==> config.mk <==
export PLATFORM = sky130hd
export DESIGN_NAME = range_stretch_16_to_8_unit
export DESIGN_NICKNAME = d
export VERILOG_FILES = /design/src/rs816_pkg.sv /design/src/range_stretch_16_to_8_unit.sv /design/src/rs816_front.sv /design/src/rs816_queue.sv /design/src/rs816_back.sv
export SDC_FILE = /design/constraint.sdc
export NUM_CORES = 1
export LEC_CHECK = 0
export BUFFER_PORTS_ARGS = -buffer_cell sky130_fd_sc_hd__buf_2
export CORE_ASPECT_RATIO = 0.7
export CORE_UTILIZATION = 67
export CTS_BUF_LIST = sky130_fd_sc_hd__clkbuf_8 sky130_fd_sc_hd__clkbuf_16
export CTS_CLUSTER_DIAMETER = 40
export DETAILED_ROUTE_END_ITERATION = 6
export PLACE_DENSITY_LB_ADDON = 0.15
export REMOVE_ABC_BUFFERS = 1
export SKIP_CTS_REPAIR_TIMING = 1
export SYNTH_ARGS = -nofsm -noshare
export SYNTH_HDL_FRONTEND = slang
export SYNTH_SLANG_ARGS = --single-unit
==> constraint.sdc <==
create_clock -name aclk -period 14.46 [get_ports aclk]
set_input_delay 1.446 -clock aclk [delete_from_list [all_inputs] [get_ports aclk]]
set_output_delay 1.446 -clock aclk [all_outputs]
set_load 0.02 [all_outputs]
==> src/rs816_pkg.sv <==
// Package with shared widths, job kinds and the job record of the range stretch unit.
`default_nettype none
package rs816_pkg;

    localparam int PIX_W       = 16;
    localparam int MAP_W       = 8;
    localparam int SPAN_W      = PIX_W + 1;
    localparam int OUT_W       = MAP_W + 2 * PIX_W;
    localparam int QUOT_STEPS  = MAP_W;
    localparam int STEP_W      = $clog2(QUOT_STEPS);
    localparam int DIRECT_SPAN = 1 << MAP_W;
    localparam int QUEUE_DEPTH = 4;
    localparam int QUEUE_AW    = $clog2(QUEUE_DEPTH);
    localparam int CNT_W       = QUEUE_AW + 1;

    localparam logic FUNC_MEASURE = 1'b0;
    localparam logic FUNC_MAP     = 1'b1;

    typedef enum logic {
        JOB_DIRECT,
        JOB_DIVIDE
    } job_kind_t;

    typedef struct packed {
        job_kind_t          kind;
        logic [PIX_W-1:0]   operand;
        logic [SPAN_W-1:0]  span;
        logic [PIX_W-1:0]   range_low;
        logic [PIX_W-1:0]   range_high;
    } rs816_job_t;

endpackage
`default_nettype wire

==> src/range_stretch_16_to_8_unit.sv <==
// Top level of the 16-bit to 8-bit min/max contrast stretch unit.
`default_nettype none
// Measure words (func 0) update the frame minimum and maximum, restarting on
// first_of_frame; map words (func 1) come out as the pixel's offset from the
// minimum, scaled to 8 bits when the span is over 256, and every result
// word also carries the range. The front end takes one word per cycle while
// its four-entry job queue has room. While its output is taken, the back end
// emits one result per cycle for measure words, pixels outside the range and
// spans of at most 256; a map pixel over a wider span runs through its
// 8-step restoring divider; the next job waits until its quotient is out.
module range_stretch_16_to_8_unit
    import rs816_pkg::*;
(
    input  wire logic             aclk,
    input  wire logic             aresetn,
    input  wire logic             s_tvalid,
    output logic                  s_tready,
    input  wire logic [PIX_W-1:0] s_tdata,   // pixel
    input  wire logic [1:0]       s_tuser,   // func, first_of_frame
    output logic                  m_tvalid,
    input  wire logic             m_tready,
    output logic [OUT_W-1:0]      m_tdata    // mapped, range_low, range_high
);

    rs816_job_t push_job;
    rs816_job_t head_job;
    logic       q_push;
    logic       q_pop;
    logic       q_full;
    logic       q_empty;

    rs816_front u_front (
        .aclk     (aclk),
        .aresetn  (aresetn),
        .s_tvalid (s_tvalid),
        .s_tready (s_tready),
        .s_tdata  (s_tdata),
        .s_tuser  (s_tuser),
        .q_push   (q_push),
        .q_job    (push_job),
        .q_full   (q_full)
    );

    rs816_queue u_queue (
        .aclk     (aclk),
        .aresetn  (aresetn),
        .push     (q_push),
        .push_job (push_job),
        .full     (q_full),
        .pop      (q_pop),
        .head_job (head_job),
        .empty    (q_empty)
    );

    rs816_back u_back (
        .aclk     (aclk),
        .aresetn  (aresetn),
        .head_job (head_job),
        .q_empty  (q_empty),
        .q_pop    (q_pop),
        .m_tvalid (m_tvalid),
        .m_tready (m_tready),
        .m_tdata  (m_tdata)
    );

endmodule
`default_nettype wire

==> src/rs816_front.sv <==
// Front end: accepts words, tracks the frame range and classifies map pixels into jobs.
`default_nettype none
module rs816_front
    import rs816_pkg::*;
(
    input  wire logic             aclk,
    input  wire logic             aresetn,
    input  wire logic             s_tvalid,
    output logic                  s_tready,
    input  wire logic [PIX_W-1:0] s_tdata,   // pixel
    input  wire logic [1:0]       s_tuser,   // func, first_of_frame
    output logic                  q_push,
    output rs816_job_t            q_job,
    input  wire logic             q_full
);

    logic              func;
    logic              first;
    logic [PIX_W-1:0]  pixel;
    logic [PIX_W-1:0]  low_seen_reg;
    logic [PIX_W-1:0]  low_seen_next;
    logic [PIX_W-1:0]  high_seen_reg;
    logic [PIX_W-1:0]  high_seen_next;
    logic [SPAN_W-1:0] span;
    logic              in_range;

    assign func     = s_tuser[0];
    assign first    = s_tuser[1];
    assign pixel    = s_tdata;
    assign s_tready = !q_full;
    assign q_push   = s_tvalid && s_tready;

    assign span     = {1'b0, high_seen_reg} - {1'b0, low_seen_reg} + SPAN_W'(1);
    assign in_range = (low_seen_reg <= high_seen_reg) && (pixel >= low_seen_reg)
                      && (pixel <= high_seen_reg);

    always_comb begin
        low_seen_next  = low_seen_reg;
        high_seen_next = high_seen_reg;
        if (func == FUNC_MEASURE) begin
            if (first) begin
                low_seen_next  = pixel;
                high_seen_next = pixel;
            end else begin
                if (pixel < low_seen_reg) begin
                    low_seen_next = pixel;
                end
                if (pixel > high_seen_reg) begin
                    high_seen_next = pixel;
                end
            end
        end

        q_job.kind       = JOB_DIRECT;
        q_job.operand    = '0;
        q_job.span       = span;
        q_job.range_low  = low_seen_next;
        q_job.range_high = high_seen_next;
        if ((func == FUNC_MAP) && in_range) begin
            q_job.operand = pixel - low_seen_reg;
            if (span > SPAN_W'(DIRECT_SPAN)) begin
                q_job.kind = JOB_DIVIDE;
            end
        end
    end

    always_ff @(posedge aclk) begin
        if (!aresetn) begin
            low_seen_reg  <= '1;
            high_seen_reg <= '0;
        end else if (q_push) begin
            low_seen_reg  <= low_seen_next;
            high_seen_reg <= high_seen_next;
        end
    end

endmodule
`default_nettype wire

==> src/rs816_queue.sv <==
// Short job queue between the front end and the back end.
`default_nettype none
module rs816_queue
    import rs816_pkg::*;
(
    input  wire logic       aclk,
    input  wire logic       aresetn,
    input  wire logic       push,
    input  wire rs816_job_t push_job,
    output logic            full,
    input  wire logic       pop,
    output rs816_job_t      head_job,
    output logic            empty
);

    rs816_job_t          mem [QUEUE_DEPTH];
    logic [QUEUE_AW-1:0] wr_ptr_reg;
    logic [QUEUE_AW-1:0] rd_ptr_reg;
    logic [CNT_W-1:0]    count_reg;

    assign full     = (count_reg == CNT_W'(QUEUE_DEPTH));
    assign empty    = (count_reg == '0);
    assign head_job = mem[rd_ptr_reg];

    always_ff @(posedge aclk) begin
        if (push) begin
            mem[wr_ptr_reg] <= push_job;
        end
    end

    always_ff @(posedge aclk) begin
        if (!aresetn) begin
            wr_ptr_reg <= '0;
            rd_ptr_reg <= '0;
            count_reg  <= '0;
        end else begin
            if (push) begin
                wr_ptr_reg <= wr_ptr_reg + QUEUE_AW'(1);
            end
            if (pop) begin
                rd_ptr_reg <= rd_ptr_reg + QUEUE_AW'(1);
            end
            if (push && !pop) begin
                count_reg <= count_reg + CNT_W'(1);
            end else if (pop && !push) begin
                count_reg <= count_reg - CNT_W'(1);
            end
        end
    end

endmodule
`default_nettype wire

==> src/rs816_back.sv <==
// Back end: runs the restoring divider for wide spans and holds the output word.
`default_nettype none
module rs816_back
    import rs816_pkg::*;
(
    input  wire logic             aclk,
    input  wire logic             aresetn,
    input  wire rs816_job_t       head_job,
    input  wire logic             q_empty,
    output logic                  q_pop,
    output logic                  m_tvalid,
    input  wire logic             m_tready,
    output logic [OUT_W-1:0]      m_tdata    // mapped, range_low, range_high
);

    typedef enum logic [1:0] {
        ST_IDLE,
        ST_DIV,
        ST_WAIT
    } state_t;

    state_t             state_reg;
    state_t             state_next;
    logic               m_valid_reg;
    logic               m_valid_next;
    logic [OUT_W-1:0]   m_data_reg;
    logic [OUT_W-1:0]   m_data_next;
    logic [SPAN_W-1:0]  rem_reg;
    logic [SPAN_W-1:0]  rem_next;
    logic [SPAN_W-1:0]  span_reg;
    logic [SPAN_W-1:0]  span_next;
    logic [MAP_W-1:0]   quot_reg;
    logic [MAP_W-1:0]   quot_next;
    logic [STEP_W-1:0]  step_reg;
    logic [STEP_W-1:0]  step_next;
    logic [PIX_W-1:0]   low_reg;
    logic [PIX_W-1:0]   low_next;
    logic [PIX_W-1:0]   high_reg;
    logic [PIX_W-1:0]   high_next;
    logic               out_free;
    logic [SPAN_W-1:0]  shifted;
    logic               fits;

    assign out_free = !m_valid_reg || m_tready;
    assign q_pop    = (state_reg == ST_IDLE) && !q_empty && out_free;
    assign shifted  = {rem_reg[PIX_W-1:0], 1'b0};
    assign fits     = (shifted >= span_reg);
    assign m_tvalid = m_valid_reg;
    assign m_tdata  = m_data_reg;

    always_comb begin
        state_next   = state_reg;
        m_valid_next = m_valid_reg && !m_tready;
        m_data_next  = m_data_reg;
        rem_next     = rem_reg;
        span_next    = span_reg;
        quot_next    = quot_reg;
        step_next    = step_reg;
        low_next     = low_reg;
        high_next    = high_reg;
        case (state_reg)
            ST_IDLE: begin
                if (q_pop) begin
                    if (head_job.kind == JOB_DIVIDE) begin
                        rem_next   = {1'b0, head_job.operand};
                        span_next  = head_job.span;
                        quot_next  = '0;
                        step_next  = '0;
                        low_next   = head_job.range_low;
                        high_next  = head_job.range_high;
                        state_next = ST_DIV;
                    end else begin
                        m_data_next  = {head_job.range_high, head_job.range_low,
                                        head_job.operand[MAP_W-1:0]};
                        m_valid_next = 1'b1;
                    end
                end
            end
            ST_DIV: begin
                rem_next  = fits ? (shifted - span_reg) : shifted;
                quot_next = {quot_reg[MAP_W-2:0], fits};
                step_next = step_reg + STEP_W'(1);
                if (step_reg == STEP_W'(QUOT_STEPS - 1)) begin
                    state_next = ST_WAIT;
                end
            end
            ST_WAIT: begin
                if (out_free) begin
                    m_data_next  = {high_reg, low_reg, quot_reg};
                    m_valid_next = 1'b1;
                    state_next   = ST_IDLE;
                end
            end
            default: begin
                state_next = ST_IDLE;
            end
        endcase
    end

    always_ff @(posedge aclk) begin
        if (!aresetn) begin
            state_reg   <= ST_IDLE;
            m_valid_reg <= 1'b0;
            step_reg    <= '0;
        end else begin
            state_reg   <= state_next;
            m_valid_reg <= m_valid_next;
            m_data_reg  <= m_data_next;
            rem_reg     <= rem_next;
            span_reg    <= span_next;
            quot_reg    <= quot_next;
            step_reg    <= step_next;
            low_reg     <= low_next;
            high_reg    <= high_next;
        end
    end

    // The partial remainder always stays below the divisor.
    a_rem_below_span: assert property (@(posedge aclk) disable iff (!aresetn)
        (state_reg == ST_DIV) |-> (rem_reg < span_reg))
        else $error("divider remainder reached the span");

    // A job is taken from the queue only when the back end is free.
    a_pop_when_idle: assert property (@(posedge aclk) disable iff (!aresetn)
        q_pop |-> (state_reg == ST_IDLE) && !q_empty)
        else $error("job popped while the back end was busy");

    // The step counter has wrapped once all quotient bits are done.
    a_steps_done: assert property (@(posedge aclk) disable iff (!aresetn)
        (state_reg == ST_WAIT) |-> (step_reg == '0))
        else $error("divider left early");

    // Leaving the divide states always loads a new output word.
    a_wait_loads_out: assert property (@(posedge aclk) disable iff (!aresetn)
        (state_reg == ST_WAIT) && out_free |=> m_valid_reg)
        else $error("finished quotient was not presented");

endmodule
`default_nettype wire

======== After elaboration in Yosys (flattened, before gate mapping) ========
Memories as Yosys holds them, arrays and structs flattened. A register that Yosys moved wholly into a read port is not among the register bits.
Index checks and enable logic that the tools add are counted.
cells by class
  add/subtract/negate cells ............... 9
  eq/ne operators ......................... 9
  mux-type cells .......................... 37
  order comparisons ....................... 7
  reduce and logical (&&, ||, !) cells .... 26
operators by type and width
  operator                                                                           number
  16-bit 2-to-1 mux                                                                  9
  40-bit 2-to-1 mux                                                                  3
  40-bit one-hot mux with 2 select lines                                             1
  16-bit less-or-equal comparator                                                    2
  16-bit one-hot mux with 2 select lines                                             1
  16-bit subtractor                                                                  2
  17-bit by 1-bit adder with 17-bit output (second input constant)                   1
  17-bit >= comparator                                                               1
  17-bit by 9-bit greater-than comparator with 1-bit output (second input constant)  1
  17-bit 2-to-1 mux                                                                  1
  16-bit by 16-bit subtractor with 17-bit output                                     1
  16-bit >= comparator                                                               1
  16-bit greater-than comparator                                                     1
  16-bit < comparator                                                                1
  8-bit 2-to-1 mux                                                                   2
  8-bit one-hot mux with 2 select lines                                              1
  2-bit 2-to-1 mux                                                                   6
  3-bit 2-to-1 mux                                                                   4
  4-bit AND reduction                                                                3
  1-bit logical AND                                                                  9
  3-bit by 1-bit adder with 3-bit output (second input constant)                     2
  3-bit equality test (second input constant)                                        2
  1-bit logical NOT                                                                  6
  1-bit 2-to-1 mux                                                                   6
  15 further kinds                                                                   21
word-level totals
  register bits ........................... 158
  bits of input ports ..................... 22
  memories ................................ 1
  word-level logic and storage cells ...... 103
  memory bits (writable) .................. 264
memories
  memory       words  width  rd ports  clocked after memory_dff  wr ports  RTL line           text
  u_queue.mem  4      66     1         1                         1         rs816_queue.sv:16  rs816_job_t mem [QUEUE_DEPTH];

======== Longest topological paths before layout ========
  word-level depth ........................ 7
  depth in mapped cells ................... 15
  depth with buffers taken out ............ 15

======== Modules after synthesis ========
Synthesis repeated with hierarchy kept, for this count alone.
unflattened totals
  cell total of the unflattened synthesis .. 1303
  area total of the unflattened synthesis .. 19657.6 um^2
by module, submodules not included
  module       area an instance (um^2)  cells each  times used
  rs816_queue  9963.3                   387         1
  rs816_back   5565.3                   404         1
  rs816_front  4129.0                   512         1

======== Worst setup path before layout ========
OpenSTA, ideal clock, no wires.
  kind .................................... input port to flip-flop
  from .................................... input port m_tready
  to ...................................... register u_back.m_data_reg[0] (netlist: u_back.m_tdata[0]) (enable)
  slack ................................... 5.730 ns
  required time ........................... 13.807 ns
  library setup time ...................... 0.653 ns
  data arrival time ....................... 8.077 ns
  stages on the path ...................... 3
  path buffers ............................ 0
  path through ............................ nand2b_1 -> o21ai_0 -> a2111oi_0
between the ends
  cells in the longest elaborated chain, start to end .. 4
  elaborated cells between the ends (all ways) .. 5
ends and longest elaborated chain
  what                             RTL line                          text
  from (decl)                      range_stretch_16_to_8_unit.sv:21  input wire logic m_tready,
  1-bit logical OR *               rs816_back.sv:44                  assign out_free = !m_valid_reg || m_tready;
  1-bit logical AND                rs816_back.sv:45                  assign q_pop = (state_reg == ST_IDLE) && !q_empty && out_free;
  2-bit != test (no line)          --
  5-bit AND reduction (no line) *  --
  to (signal assigned)             rs816_back.sv:108                 m_data_reg <= m_data_next;
  to (decl)                        rs816_back.sv:26                  logic [OUT_W-1:0] m_data_reg;
Every way passes the cells marked *; elsewhere a longest branch is shown, timed or not.
A chain may end at the register's enable or synchronous reset.

==> metrics.md <==
| Metric | Value |
|---|---|
| Outcome | `finished clean` |
| Clock Latency Late Sink | `0.54 ns` |
| Most common cell in the netlist | `edfxtp_1` |
| DIE WIDTH | `205 um` |
| GR Overflow Total | `0` |
| Synth-to-Final Area Change | `11.0%` |
| Power Total | `3790 uW` |
| Row count | `51` |
| Critical path arrival | `4.52 ns` |
| Crit end category | `register` |
| Final Hold Fails | `0` |
| Synth top cells by count | `377 x edfxtp_1, 101 x ha_1, 80 x inv_1` |
| Core Area | `28,100 um2` |
| DR vias | `11,300` |
| Worst reg2reg path depth | `14` |
| Placed cells | `1,716` |
| Post-route design area | `21,500 um2` |
| Leakage power total | `0.00789 uW` |
| Clock Sinks | `424` |
| Final net count | `1,517` |
| Distinct cells, synth | `72` |
| Reg2reg end | `u_queue.mem[0][65]$_DFFE_PP_` |
| Non-Filler Instances | `1,796` |
| Gr usage total | `0.283` |
| Worst IR Drop VDD | `0.139 mV` |
| Worst Hold Class | `register to register` |
| Asr flop ratio synth | `0` |
| Post-detailed-route via-to-cell ratio | `6.27` |
| Hold EP | `u_front.high_seen_reg[1]$_SDFFE_PN0P_` |
| CTS max path bufs | `3` |
| Fin crit share | `0.297` |
| Post-detail-place hpwl | `26,300 um` |
| Post-layout minimum cycle time | `4.29 ns` |
| Post-DRT Antenna Nets | `0` |
| CP Launch Type | `primary input` |
| Layout Skew | `0.0142 ns` |
| Register area share after synthesis | `0.633` |
| Fraction of layout cells with a size suffix above 1 | `0.206` |
| Post-synth EDFFs | `377` |
| Avg Cell Area, Syn | `14.8 um2` |
| Setup CP Type | `primary input to register` |
| Mapped cell area | `19,400 um2` |
| Fmax | `0.233 GHz` |
| Gp weighted congestion | `0.917` |
| Clock transition at the registers of the reported paths | `0.06 ns` |
| First-pass GRT wire length | `62,600 um` |
| Die area | `29,600 um2` |
| Slew @ Worst Pin | `1.15 ns` |
| Reg2reg start | `u_front.high_seen_reg[1]$_SDFFE_PN0P_` |
| Placement Cell Area | `20,100 um2` |
| DRC Markers | `0` |
| CTS Buf Count | `43` |
| Final wirelength | `40,300 um` |
| Die Height | `144 um` |
| Syn Inst Count | `1,312` |
| Worst min-delay path startpoint | `u_front.high_seen_reg[1]$_SDFFE_PN0P_` |
| Yosys top cell area share | `0.584` |
| Critical path peak fanout | `17` |
| Initial antenna violation count | `1` |
| Worst EP required | `14.69 ns` |
| CTS tree | `yes` |
| Final setup fails | `0` |
| YS warnings | `0` |
| Clock root cell | `clkbuf_16` |
| Primary FF master, synth | `edfxtp_1` |
| Wire length per cell | `22.4 um` |
| Final Util | `0.766` |
| Area contributors post-synth | `edfxtp_1 58%, mux4_2 7.7%, ha_1 6.5%, dfxtp_1 4.9%, mux2_2 3.3%` |
| H-tree depth | `2` |
| Initial core utilization | `0.690` |
| IO Count | `64` |
| FF-to-FF setup slack | `10.40 ns` |
| FF+latch count, synth | `424` |
| Hold Path Depth | `2` |
| Pwr dens | `176 nW/um2` |
| Vias in the first global route | `11,000` |
| I/O Buffers | `63` |
| Max reg flops | `264` |
| Drt first pass iters | `6` |
| Largest area contributor in the netlist | `edfxtp_1` |
| Largest net degree at the start of global routing | `67` |
| Number of max-cap violations | `0` |
| Slew Limit Fails | `0` |
| Slew margin rel. | `0.228` |
| Initial DRC Count | `1,065` |
| Setup_tns | `0 ns` |
| Fillers | `1,669` |
| RSZ-0062 raised after global routing | `false` |
worst max-delay path, stage by stage:
cell and delay (ns):
buf_2 0.12, inv_1 0.08, ha_1 0.17, inv_1 0.06
fa_1 0.40, a21o_1 0.20, a21oi_1 0.23, o21ai_1 0.09
a21oi_1 0.30, o211a_1 0.24, nor2_1 0.08, o21bai_1 0.14
a221o_1 0.71, nor4_1 0.24
cells in the final DEF, fill, tap and decap left out, types with 4 or more instances in the layout:
cell type,synthesis,routed
o21bai_1,4,4
ha_1,101,101
inv_6,0,7
a31oi_1,10,10
o21a_1,8,8
clkinvlp_4,0,5
a21o_1,27,27
nor2_1,59,58
mux2i_1,13,13
dfxtp_1,47,45
inv_1,80,87
nor3_1,19,18
a21oi_1,59,57
nand2b_1,11,11
a21oi_2,2,4
and3_2,0,4
clkinv_1,0,4
fa_1,4,4
mux2_2,56,56
mux4_2,66,66
nor2b_1,7,7
nand2_1,79,78
xnor2_1,22,22
clkinv_2,0,5
buf_4,1,19
nand4_1,8,8
buf_2,5,63
xor2_1,21,21
nand3_1,28,28
o211ai_1,17,17
and3_1,14,10
clkbuf_16,0,45
edfxtp_1,377,377
o21ai_1,17,17
o21ai_0,54,54
report_power, final:
part / internal, uW / leakage [uW] / switching (uW)
logic: 419 / 0.00341 / 600
registers: 1610 / 0.00378 / 86.1
clock network: 623 / 0.000704 / 459
total: 2650 / 0.00789 / 1150
cell families after synthesis:
logic type / after synthesis / share of synthesized area
flip-flops: 424 / 0.633
adder cells (fa/ha/maj): 107 / 0.0705
AO/OA/AOI/OAI: 228 / 0.0731
multiplexers: 136 / 0.117
AND/OR/NAND/NOR: 245 / 0.0603
buffers and inverters: 129 / 0.0271
XOR/XNOR: 43 / 0.0194
through the flow:
| step | worst slack, ns | hold slack [ns] |
|---|---|---|
| final | 10.17 | 0.526 |
| after global routing | 9.93 | 0.542 |
| after CTS | 10.17 | 0.519 |
| after detailed placement | 9.64 | 0.497 |
| after global placement | 9.76 | 0.482 |
| after floorplan | 3.93 | 0.464 |
layer usage:
layer / track usage / share of wire / vias to the layer above / wire length (um)
met3: 0.0466 / 0.074 / 45 / 3000
met5: 0 / 0 / - / 0
li1: - / - / 5178 / -
met2: 0.440 / 0.46 / 457 / 18600
met4: 0.0581 / 0.012 / 0 / 485
met1: 0.427 / 0.45 / 5588 / 18200
area by class of cell:
class | count | area, um2 | area share
Clock inverter | 31 | 234 | 0.0109
Inverter | 80 | 300 | 0.0140
Antenna cell | 1 | 2.50 | 0.000116
Tap cell | 371 | 464 | 0.0216
Multi-Input combinational cell | 759 | 6610 | 0.307
Clock buffer | 48 | 1170 | 0.0543
Timing Repair Buffer | 82 | 458 | 0.0213
Sequential cell | 424 | 12300 | 0.570
worst max path at each step:
stage | slack, ns | cells after the start | from | endpoint
2_1_floorplan | 3.93 | 2 | register | u_back.m_tdata[0]$_DFFE_PP_
3_3_place_gp | 9.76 | 14 | s_tdata[0] | u_queue.mem[0][64]$_DFFE_PP_
3_5_place_dp | 9.64 | 14 | s_tdata[0] | u_queue.mem[0][64]$_DFFE_PP_
4_1_cts | 10.17 | 14 | s_tdata[0] | u_queue.mem[1][64]$_DFFE_PP_
5_1_grt | 9.93 | 14 | s_tdata[0] | u_queue.mem[1][64]$_DFFE_PP_
6_report | 10.17 | 14 | s_tdata[0] | u_queue.mem[1][64]$_DFFE_PP_
Power figures use the tool's default switching activity.
